$ cat src/rtl/tpc_pkg.sv
// Package: widths, reset values, constants and register indexes of the commutator.
`timescale 1ns / 1ps

package tpc_pkg;

	// parameter defaults
	localparam int PHASE_BITS_DEF = 6;
	localparam int IIR_SHIFT_DEF  = 8;
	localparam int PWM_TOP_DEF    = 32;

	// field and state widths
	localparam int SPEED_W    = 8;
	localparam int LOW_W      = 6;
	localparam int MSD_W      = 8;
	localparam int THR_W      = 16;
	localparam int CFG_DATA_W = 16;
	localparam int CFG_IDX_W  = 1;
	localparam int ADV_W      = 7;
	localparam int COMP_W     = 7;
	localparam int WAIT_W     = 8;
	localparam int TIME_W     = 32;
	localparam int AVG_W      = 40;
	localparam int MAG_W      = SPEED_W + 1;
	localparam int PROD_W     = 15;

	// reset values
	localparam logic [MSD_W-1:0] MSD_RST = MSD_W'(100);
	localparam logic [THR_W-1:0] THR_RST = THR_W'(100);
	localparam logic [ADV_W-1:0] ADV_RST = ADV_W'(100);

	// advance target = ADV_BASE - (|speed| * ADV_SPAN) >> SPEED_SHIFT
	localparam int ADV_BASE    = 100;
	localparam int ADV_SPAN    = 60;
	localparam int SPEED_SHIFT = 7;

	// load compensation saturation
	localparam int COMP_MAX = 100;

	// configuration register indexes
	typedef logic [CFG_IDX_W-1:0] cfg_idx_t;
	localparam cfg_idx_t CFG_MAX_STEP_DELAY = cfg_idx_t'(0);
	localparam cfg_idx_t CFG_LOAD_THRESHOLD = cfg_idx_t'(1);

	typedef logic [LOW_W-1:0] low_lvl_t;

endpackage

$ cat src/rtl/three_phase_trapezoid_commutator_core.sv
// Top level: trapezoidal three-phase commutator, one tick item per clock while results are taken.
`timescale 1ns / 1ps

// Each accepted item is one microsecond tick; every item yields exactly one
// result item carrying the high-side enables, the low-side PWM levels and a
// step flag. The block sustains one item per clock while results are taken:
// an item is held in the input register, then moves into the result register
// in the same edge that updates the commutation state, so its result is valid
// once it sits in the result register and the next item can enter every cycle.
// The two registers are the whole pipeline; the single state-update pass (IIR
// period average, load compensation, delay reload, trapezoid lookup) is
// combinational between them. While a result waits to be taken, the input
// register still takes one more item; in_ready then drops until the result is
// taken. Configuration (max_step_delay at index 0, load_threshold at index 1)
// is written through cfg_we/cfg_index/cfg_data and must only be changed while
// no item is in flight. Speed zero turns every drive output off; the first
// tick with a nonzero speed commutates at once.
module three_phase_trapezoid_commutator_core import tpc_pkg::*; #(
	parameter int PHASE_BITS = PHASE_BITS_DEF,
	parameter int IIR_SHIFT  = IIR_SHIFT_DEF,
	parameter int PWM_TOP    = PWM_TOP_DEF
) (
	input  logic                      clk,
	input  logic                      arst_n,
	// tick items
	input  logic                      in_valid,
	output logic                      in_ready,
	input  logic                      speed_valid,
	input  logic signed [SPEED_W-1:0] speed_byte,
	input  logic                      sense_edge,
	// result items
	output logic                      out_valid,
	input  logic                      out_ready,
	output logic                      high_a,
	output logic                      high_b,
	output logic                      high_c,
	output logic [LOW_W-1:0]          low_a,
	output logic [LOW_W-1:0]          low_b,
	output logic [LOW_W-1:0]          low_c,
	output logic                      step_taken,
	// configuration writes
	input  logic                      cfg_we,
	input  cfg_idx_t                  cfg_index,
	input  logic [CFG_DATA_W-1:0]     cfg_data
);

	localparam int SIXTH     = 1 << PHASE_BITS;
	localparam int FULL_TURN = 6 * SIXTH;
	localparam int IDX_W     = PHASE_BITS + 3;           // holds 0 .. FULL_TURN-1
	localparam int POS_W     = PHASE_BITS + 4;           // index plus up to 4 sixths
	localparam int LVL_W     = PHASE_BITS;
	localparam int CMP_W     = ((PHASE_BITS > LOW_W) ? PHASE_BITS : LOW_W) + 1;
	localparam int AQ_W      = AVG_W - IIR_SHIFT;

	// Trapezoid: ramp up over one sixth, flat for two, ramp down over one, off for two.
	function automatic logic [LVL_W-1:0] trap_shape(input logic [POS_W-1:0] pos_in);
		logic [POS_W-1:0] pos;
		pos = pos_in;
		if (pos >= POS_W'(FULL_TURN))
			pos = pos - POS_W'(FULL_TURN);
		if (pos < POS_W'(SIXTH))
			return LVL_W'(pos);
		else if (pos < POS_W'(3 * SIXTH))
			return LVL_W'(SIXTH - 1);
		else if (pos < POS_W'(4 * SIXTH))
			return LVL_W'(POS_W'(4 * SIXTH - 1) - pos);
		else
			return '0;
	endfunction

	// input register
	logic                    valid_s1;
	logic                    speed_valid_s1;
	logic [SPEED_W-1:0]      speed_byte_s1;
	logic                    sense_edge_s1;

	// configuration
	logic [MSD_W-1:0]        msd_q;
	logic [THR_W-1:0]        thr_q;

	// commutation state; high_q/low_q double as the result payload
	logic [IDX_W-1:0]        step_idx_q;
	logic [ADV_W-1:0]        adv_q;
	logic [COMP_W-1:0]       comp_q;
	logic [WAIT_W-1:0]       wait_q;
	logic [TIME_W-1:0]       since_q;    // ticks since the last sense edge (wraps)
	logic [AVG_W-1:0]        avg_q;
	logic [SPEED_W-1:0]      speed_q;
	logic [2:0]              high_q;
	low_lvl_t                low_q [3];
	logic                    step_q;
	logic                    out_valid_q;

	// combinational pass
	logic                    fire;
	logic [SPEED_W-1:0]      spd_new;
	logic                    neg;
	logic [MAG_W-1:0]        mag;
	logic [PROD_W-1:0]       prod;
	logic [ADV_W-1:0]        target;
	logic [ADV_W-1:0]        adv_next;
	logic [AVG_W-1:0]        avg_new;
	logic [AQ_W-1:0]         avg_scaled;
	logic [AQ_W-1:0]         avg_excess;
	logic [AQ_W-1:0]         comp_raw;
	logic [COMP_W-1:0]       comp_new;
	logic [WAIT_W-1:0]       delay_sum;
	logic [WAIT_W-1:0]       reload;
	logic [POS_W-1:0]        pos [3];
	logic [LVL_W-1:0]        lvl [3];
	logic [2:0]              step_hi;
	low_lvl_t                step_low [3];

	// item moves from the input register into the result register
	assign fire     = valid_s1 && (!out_valid_q || out_ready);
	assign in_ready = !valid_s1 || fire;

	// speed command is taken before anything else in the tick
	assign spd_new = speed_valid_s1 ? speed_byte_s1 : speed_q;
	assign neg     = spd_new[SPEED_W-1];
	assign mag     = neg ? (MAG_W'(0) - {1'b1, spd_new}) : {1'b0, spd_new};
	assign prod    = PROD_W'(mag) * PROD_W'(ADV_SPAN);
	assign target  = ADV_W'(ADV_BASE) - ADV_W'(prod >> SPEED_SHIFT);

	always_comb begin
		if (adv_q < target)
			adv_next = adv_q + ADV_W'(1);
		else if (adv_q > target)
			adv_next = adv_q - ADV_W'(1);
		else
			adv_next = adv_q;
	end

	// IIR of the sense period: avg += period - avg >> IIR_SHIFT
	assign avg_new = sense_edge_s1
		? (avg_q + AVG_W'(since_q) - (avg_q >> IIR_SHIFT))
		: avg_q;

	// load compensation from the updated average
	assign avg_scaled = AQ_W'(avg_new >> IIR_SHIFT);
	assign avg_excess = avg_scaled - AQ_W'(thr_q);
	assign comp_raw   = avg_excess >> 2;

	always_comb begin
		if (avg_scaled <= AQ_W'(thr_q))
			comp_new = '0;
		else if (comp_raw > AQ_W'(COMP_MAX))
			comp_new = COMP_W'(COMP_MAX);
		else
			comp_new = COMP_W'(comp_raw);
	end

	// delay reload uses the compensation of the previous step
	assign delay_sum = WAIT_W'(adv_q) + WAIT_W'(comp_q);
	assign reload    = (delay_sum < msd_q) ? delay_sum : msd_q;

	// phase positions: B and C swap for reverse rotation
	assign pos[0] = POS_W'(step_idx_q);
	assign pos[1] = POS_W'(step_idx_q) + (neg ? POS_W'(4 * SIXTH) : POS_W'(2 * SIXTH));
	assign pos[2] = POS_W'(step_idx_q) + (neg ? POS_W'(2 * SIXTH) : POS_W'(4 * SIXTH));

	always_comb begin
		for (int k = 0; k < 3; k++) begin
			lvl[k]     = trap_shape(pos[k]);
			step_hi[k] = CMP_W'(lvl[k]) > CMP_W'(PWM_TOP);
			step_low[k] = step_hi[k] ? '0
				: LOW_W'(CMP_W'(PWM_TOP) - CMP_W'(lvl[k]));
		end
	end

	// configuration registers
	always_ff @(posedge clk or negedge arst_n) begin
		if (!arst_n) begin
			msd_q <= MSD_RST;
			thr_q <= THR_RST;
		end else if (cfg_we) begin
			case (cfg_index)
				CFG_MAX_STEP_DELAY: msd_q <= MSD_W'(cfg_data);
				CFG_LOAD_THRESHOLD: thr_q <= THR_W'(cfg_data);
				default: ;
			endcase
		end
	end

	// input register
	always_ff @(posedge clk or negedge arst_n) begin
		if (!arst_n) begin
			valid_s1 <= 1'b0;
		end else if (in_valid && in_ready) begin
			valid_s1 <= 1'b1;
		end else if (fire) begin
			valid_s1 <= 1'b0;
		end
	end

	always_ff @(posedge clk) begin
		if (in_valid && in_ready) begin
			speed_valid_s1 <= speed_valid;
			speed_byte_s1  <= speed_byte;
			sense_edge_s1  <= sense_edge;
		end
	end

	// result valid
	always_ff @(posedge clk or negedge arst_n) begin
		if (!arst_n) begin
			out_valid_q <= 1'b0;
		end else if (fire) begin
			out_valid_q <= 1'b1;
		end else if (out_ready) begin
			out_valid_q <= 1'b0;
		end
	end

	// state update, one pass per item
	always_ff @(posedge clk or negedge arst_n) begin
		if (!arst_n) begin
			step_idx_q <= '0;
			adv_q      <= ADV_RST;
			comp_q     <= '0;
			wait_q     <= '0;
			since_q    <= '0;
			avg_q      <= '0;
			speed_q    <= '0;
			high_q     <= '0;
			low_q      <= '{default: '0};
			step_q     <= 1'b0;
		end else if (fire) begin
			speed_q <= spd_new;
			avg_q   <= avg_new;
			since_q <= sense_edge_s1 ? TIME_W'(1) : since_q + TIME_W'(1);
			if (spd_new == '0) begin
				// stopped: drive off, next nonzero tick steps at once
				high_q <= '0;
				low_q  <= '{default: '0};
				wait_q <= '0;
				step_q <= 1'b0;
			end else if (wait_q > WAIT_W'(1)) begin
				wait_q <= wait_q - WAIT_W'(1);
				step_q <= 1'b0;
			end else begin
				high_q     <= step_hi;
				low_q      <= step_low;
				step_idx_q <= (step_idx_q == IDX_W'(FULL_TURN - 1))
					? '0 : step_idx_q + IDX_W'(1);
				wait_q     <= reload;
				adv_q      <= adv_next;
				comp_q     <= comp_new;
				step_q     <= 1'b1;
			end
		end
	end

	assign out_valid  = out_valid_q;
	assign high_a     = high_q[0];
	assign high_b     = high_q[1];
	assign high_c     = high_q[2];
	assign low_a      = low_q[0];
	assign low_b      = low_q[1];
	assign low_c      = low_q[2];
	assign step_taken = step_q;

endmodule

$ cat config.mk
export PLATFORM = sky130hd
export DESIGN_NAME = three_phase_trapezoid_commutator_core
export DESIGN_NICKNAME = d
export VERILOG_FILES = /design/src/rtl/tpc_pkg.sv /design/src/rtl/three_phase_trapezoid_commutator_core.sv
export SDC_FILE = /design/constraint.sdc
export NUM_CORES = 1
export LEC_CHECK = 0
export BUFFER_PORTS_ARGS = -buffer_cell sky130_fd_sc_hd__buf_4
export CORE_ASPECT_RATIO = 0.9
export CORE_MARGIN = 2
export CORE_UTILIZATION = 60
export DETAILED_ROUTE_END_ITERATION = 6
export GPL_TIMING_DRIVEN = 0
export PLACE_DENSITY = 0.78
export SLEW_MARGIN = 15
export SYNTH_ARGS = -nofsm -noshare
export SYNTH_HDL_FRONTEND = slang
export SYNTH_SLANG_ARGS = --single-unit
$ cat constraint.sdc
create_clock -name clk -period 15.65 [get_ports clk]
set_input_delay 3.13 -clock clk [delete_from_list [all_inputs] [get_ports clk]]
set_output_delay 3.13 -clock clk [all_outputs]
set_load 0.01 [all_outputs]
==> run metrics, run 1 <==
Yosys top cell by area dfrtp_1; Diodes inserted 0; Max Slew Vio Count 0; crit path max fanout 10; post-route worst setup slack 7.57 ns; non-filler cells, final 2,071; commonest non-fill, non-tap cell in the layout inv_1; Core Area 0.0233 mm^2; Hold Slack 0.481 ns; first-pass GRT wire length 59,600 um; CTS tree done; fin nets 1,948; Syn Area/Cell 8.46 um^2; Hold/Removal Path Class flop to flop; Avg WL per Cell 17.5 um; top_reg_cell synth dfrtp_1; P&R area growth vs syn 10.1%; Final period util 51.7%; grt peak-use layer met2; Worst-Skew Late Latency 0.45 ns; critical path class flop to flop; post-CTS setup repair buffer count 0; full die area 0.0249 mm^2; Sink Count 169; Final setup viols 0; H-tree depth 4; Inserted Clock Buffers 17; Fill cells 1,947; gr usage total 29.9%; asr flop ratio synth 94.1%; hold endpoint speed_q[4]; Via density 5.89; sequential area share after synthesis 30.2%; largest net degree at the start of global routing 87; Site Rows 53; Chip Height 150 um; # IOs 56; worst endpoint data arrival time 8.46 ns; Fin Clk Skew 0.0174 ns; Synth Instances 1,679; met2 Usage GRT 49.3%; gr ovfl total 0; Post-Syn Area 0.0142 mm^2; number of max-cap violations 0; Post-synth EDFFs 10; relative slew slack 36.6%; gpl congestion 0.955; Slowest-stage cell, CP fa_1; Min Clock Period, post-route 8.08 ns; Hold Path Depth 2; Vias 12,200; Post-DP HPWL 27,800 um; most frequent CP cell a21oi_1; R2R setup slack 7.57 ns; critical path startpoint category flop; Cells after DPL 2,039; maximum clock insertion buffer count 2; worst slack at placement 7.74 ns; worst r2r dst adv_q[6]; Worst R2R Path Depth 34; drt drc 0; area share of the largest cell type after synthesis 26.4%; drt total wl 36,200 um; Worst EP required 16.03 ns; clk slew on worst S/H paths 0.08 ns; layout cell share with drive strength beyond 1 9.61%; I/O Buffers 55; Die Span X 166 um; Worst Setup SP speed_valid_s1; Iter 0 DRT Violations 934; initial antenna violation count 0; crit end category flop; met3 Use GR 4.60%; met1 GRT Util 40.6%; Hold Vio Cnt, Final 0; HP Start speed_q[4]; most frequent cells in the layout inv_1, nand2_1, dfrtp_1, nor2_1, o21ai_0; slowest stage delay, CP 0.53 ns; Post-CTS Resized 0; vias in the first global route 11,900; top post-synthesis cells by area dfrtp_1, ha_1, fa_1; fmax 124 MHz; Sum Neg Setup Slack 0 ns; post-synth cell types 91; initial core utilization 61.0%; unrepaired setup endpoints after global routing no; slew at the pin with the worst max-slew slack 0.943 ns; hold buffer count at cts 0; Initial DRT Pass Iterations 6; Warnings, synthesis 0; worst r2r src speed_valid_s1; outcome finished clean; Root Buffer clkbuf_16; final antenna-violating net count 0; post-synthesis register bit count 169
-- per-layer routing --
metal	vias up	wire length, um
met1	5878	16400
met2	374	16800
li1	5867	-
met4	0	1010
met3	76	2020
met5	-	0
-- synthesized netlist by cell type (6+ instances only) --
library cell / count
or3_1: 6
mux2_2: 25
nor3_1: 29
and2_1: 11
buf_2: 8
nand4_1: 26
a211oi_1: 14
nand2_1: 185
a21oi_1: 86
or2_2: 6
a31oi_1: 13
and4_1: 7
nor4_1: 8
o21ai_0: 119
o21bai_1: 10
nand3_1: 41
inv_1: 213
clkbuf_1: 47
o21a_1: 14
a21oi_2: 10
a21o_1: 26
fa_1: 50
xor2_1: 44
ha_1: 110
edfxtp_1: 10
a22o_1: 18
dfstp_2: 9
nor2_1: 132
dfrtp_1: 150
mux2i_1: 10
nand2b_1: 14
o21ai_1: 17
nor2b_1: 10
xnor2_1: 83
and3_1: 9
o211ai_1: 20
-- registers in the layout (all words and copies together), names as in the netlist --
signal and flops:
adv_q 7, avg_q 40, comp_q 7, high_q 3, low_a 6, low_b 6, low_c 6, msd_q 8
out_valid 1, sense_edge_s1 1, since_q 32, speed_byte_s1 8, speed_q 8, speed_valid_s1 1, step_idx_q 9, step_taken 1
thr_q 16, valid_s1 1, wait_q 8
-- kinds of logic (layout without fill, tap and decap cells) --
group                      Yosys count  count (layout)  synth area share [%]
xor gates and xnor gates           127             127                  7.83
adders and majority gates          160             160                  16.7
and+or+nand+nor                    503             503                  16.4
DFF                                169             169                  30.2
AOI/OAI and AO/OA                  406             406                  18.6
buffers and inverters              277             365                  7.55
other                                2               4                0.0529
muxes                               35              35                  2.69
-- how the worst max path moves through the flow --
stage               cells past startpoint  endpoint  slack [ns]
floorplan                              34  adv_q[6]        8.66
global placement                       34  adv_q[6]        7.88
detailed placement                     34  adv_q[6]        7.74
CTS                                    34  adv_q[6]        7.67
global route                           35  adv_q[6]        6.98
finish                                 34  adv_q[6]        7.57
-- final cells by class --
| cell class | instances | area, um^2 | area share [%] |
|---|---|---|---|
| multi-input combinational | 1235 | 8860 | 56.6 |
| sequential | 169 | 4290 | 27.4 |
| inverter | 213 | 800 | 5.11 |
| timing repair buffer | 56 | 448 | 2.86 |
| clock buffer | 17 | 425 | 2.72 |
| tap | 302 | 378 | 2.42 |
| buffer | 64 | 273 | 1.74 |
| clock inverter | 15 | 174 | 1.11 |
-- through the flow --
step | area (um^2) | utilization (%)
floorplan | 14200 | -
global placement | 15000 | 64.5
detailed placement | 15000 | 64.6
CTS | 15600 | 67.2
global route | 15600 | 67.2
finish | 15600 | 67.2
-- worst max-delay path, delay by kind of cell, from the launching register on --
| family | cells | cell delay (ns) |
|---|---|---|
| AND/OR/NAND/NOR | 5 | 0.68 |
| multiplexers | 1 | 0.39 |
| buffers and inverters | 4 | 0.90 |
| AO/OA/AOI/OAI | 13 | 2.46 |
| XOR/XNOR | 5 | 0.94 |
| flip-flops | 1 | 0.36 |
| adder cells (fa/ha/maj) | 6 | 2.30 |
Power of run 1 is left out: the tool's default activity adds up to more than one toggle a clock period on the data nets, which glitch-free logic cannot reach.
==> inputs of run 2 (changes only) <==
==> constraint.sdc (replaced) <==
create_clock -name clk -period 7.87 [get_ports clk]
set_input_delay 1.574 -clock clk [delete_from_list [all_inputs] [get_ports clk]]
set_output_delay 1.574 -clock clk [all_outputs]
set_load 0.01 [all_outputs]
==> run metrics, run 2 (synthesized netlist as in run 1, its figures left out) <==
Via density 5.87 (was 5.89); slew at the pin with the worst max-slew slack 0.947 ns (was 0.943 ns); Vias 12,200 (about the same); final instance area 0.0158 mm^2 (was 0.0156 mm^2); post-route worst setup slack 0.459 ns (was 7.57 ns); Inserted Clock Buffers 17 (unchanged); initial core utilization 61.0% (unchanged); Sink Count 169 (unchanged); max reg flops 40 (unchanged); hold buffer count at cts 0 (unchanged); Iter 0 DRT Violations 952 (was 934); crit end category flop (unchanged); maximum clock insertion buffer count 2 (unchanged); Chip Height 150 um (unchanged); layout cell share with drive strength beyond 1 10.6% (was 9.61%); crit path max fanout 10 (unchanged); drt total wl 36,300 um (was 36,200 um); Worst EP required 8.25 ns (was 16.03 ns); fin nets 1,950 (was 1,948); gr ovfl total 0 (unchanged); H-tree depth 4 (unchanged); critical path startpoint category flop (unchanged); outcome finished clean (unchanged); first-pass GRT wire length 59,700 um (was 59,600 um); Avg WL per Cell 17.5 um (about the same); number of max-cap violations 0 (unchanged); Root Buffer clkbuf_16 (unchanged); I/O Buffers 55 (unchanged); # IOs 56 (unchanged); Slowest-stage cell, CP fa_1 (unchanged); fmax 135 MHz (was 124 MHz); Min Clock Period, post-route 7.41 ns (was 8.08 ns); Post-DP HPWL 27,800 um (unchanged); initial antenna violation count 0 (unchanged); Max Slew Vio Count 0 (unchanged); CTS tree done (unchanged); Final period util 94.2% (was 51.7%); Fin Clk Skew 0.0167 ns (was 0.0174 ns); full die area 0.0249 mm^2 (unchanged); Hold Slack 0.483 ns (was 0.481 ns); vias in the first global route 11,900 (about the same); worst slack at placement -0.0418 ns (was 7.74 ns); worst endpoint data arrival time 7.79 ns (was 8.46 ns); Worst-Skew Late Latency 0.45 ns (about the same); top flop regs avg_q: 40 flops, since_q: 32 flops, thr_q: 16 flops (unchanged); gpl congestion 0.955 (unchanged); Initial DRT Pass Iterations 5 (was 6); gr usage total 29.9% (about the same); Core Area 0.0233 mm^2 (unchanged); Site Rows 53 (unchanged); Die Span X 166 um (unchanged); Hold Vio Cnt, Final 0 (unchanged); relative slew slack 36.4% (was 36.6%); largest net degree at the start of global routing 87 (unchanged); Hold/Removal Path Class flop to flop (unchanged); R2R setup slack 0.46 ns (was 7.57 ns); critical path class flop to flop (unchanged); post-place instance area 0.0150 mm^2 (unchanged); drt drc 0 (unchanged); Biggest register avg_q (unchanged); P&R area growth vs syn 10.9% (was 10.1%); final antenna-violating net count 0 (unchanged); Diodes inserted 0 (unchanged); Final setup viols 0 (unchanged); clk slew on worst S/H paths 0.08 ns (about the same); commonest non-fill, non-tap cell in the layout inv_1 (unchanged); most frequent cells in the layout inv_1, nand2_1, dfrtp_1, nor2_1, o21ai_0 (unchanged); slowest stage delay, CP 0.52 ns (was 0.53 ns)
-- run 2: cell types whose count changed in the layout (fill, tap and decap cells not counted), moves of 3 or more --
cell / change
a21oi_1: -3
a21oi_2: +3
mux2i_1: -4
xnor2_1: -3
xnor2_2: +3
-- run 2: path summary, 6_finish.rpt --
path	start	depth (start not counted)	end
max	speed_valid_s1	34	adv_q[6]
min	speed_q[4]	2	speed_q[4]
max reg2reg	speed_valid_s1	34	adv_q[6]
min reg2reg	speed_q[4]	2	speed_q[4]
max in group asynchronous	arst_n	2	step_idx_q[1]
min in group asynchronous	arst_n	1	adv_q[3]
-- run 2: area by class of cell --
cell class,count,area [um^2]
fillers,1934,7520
well taps,302,378
multi-input cells,1235,8950
repair buffers,58,463
flip-flops and latches,169,4290
inverters,213,800
plain buffers,64,277
clock buffers,17,425
clock inverters,15,174
-- run 2: timing repair --
action                                  4_1_cts  5_1_grt
pin swaps                                     0        2
buffers inserted                              0        2
resized for setup                             1       19
endpoints found under the setup margin        1        4
-- run 2: critical path: cells and delay by family, from the launching register on --
family | cells | cell delay (ns)
AOI/OAI and AO/OA | 13 | 2.21
adders and majority gates | 6 | 2.27
buffers and inverters | 4 | 0.65
DFF | 1 | 0.39
muxes | 1 | 0.29
xor gates and xnor gates | 5 | 0.92
and+or+nand+nor | 5 | 0.61
-- run 2: per-layer routing --
layer | track usage (%) | up-vias | wire length, um
met5 | 0 | - | 0
met4 | 10.3 | 0 | 1060
met3 | 4.60 | 76 | 2050
met2 | 49.3 | 355 | 16900
met1 | 40.7 | 5879 | 16400
li1 | - | 5864 | -
-- run 2: metrics by stage --
| stage | TNS [ns] | instances | util [%] |
|---|---|---|---|
| 6_report | 0 | 2073 | 67.7 |
| 5_1_grt | -0.0562 | 2073 | 67.7 |
| 4_1_cts | 0 | 2071 | 67.2 |
| 3_5_place_dp | -0.0418 | 2039 | 64.6 |
| 3_3_place_gp | 0 | 2038 | 64.5 |
| 2_1_floorplan | 0 | 1681 | - |
Power of run 2 is left out for the same reason.
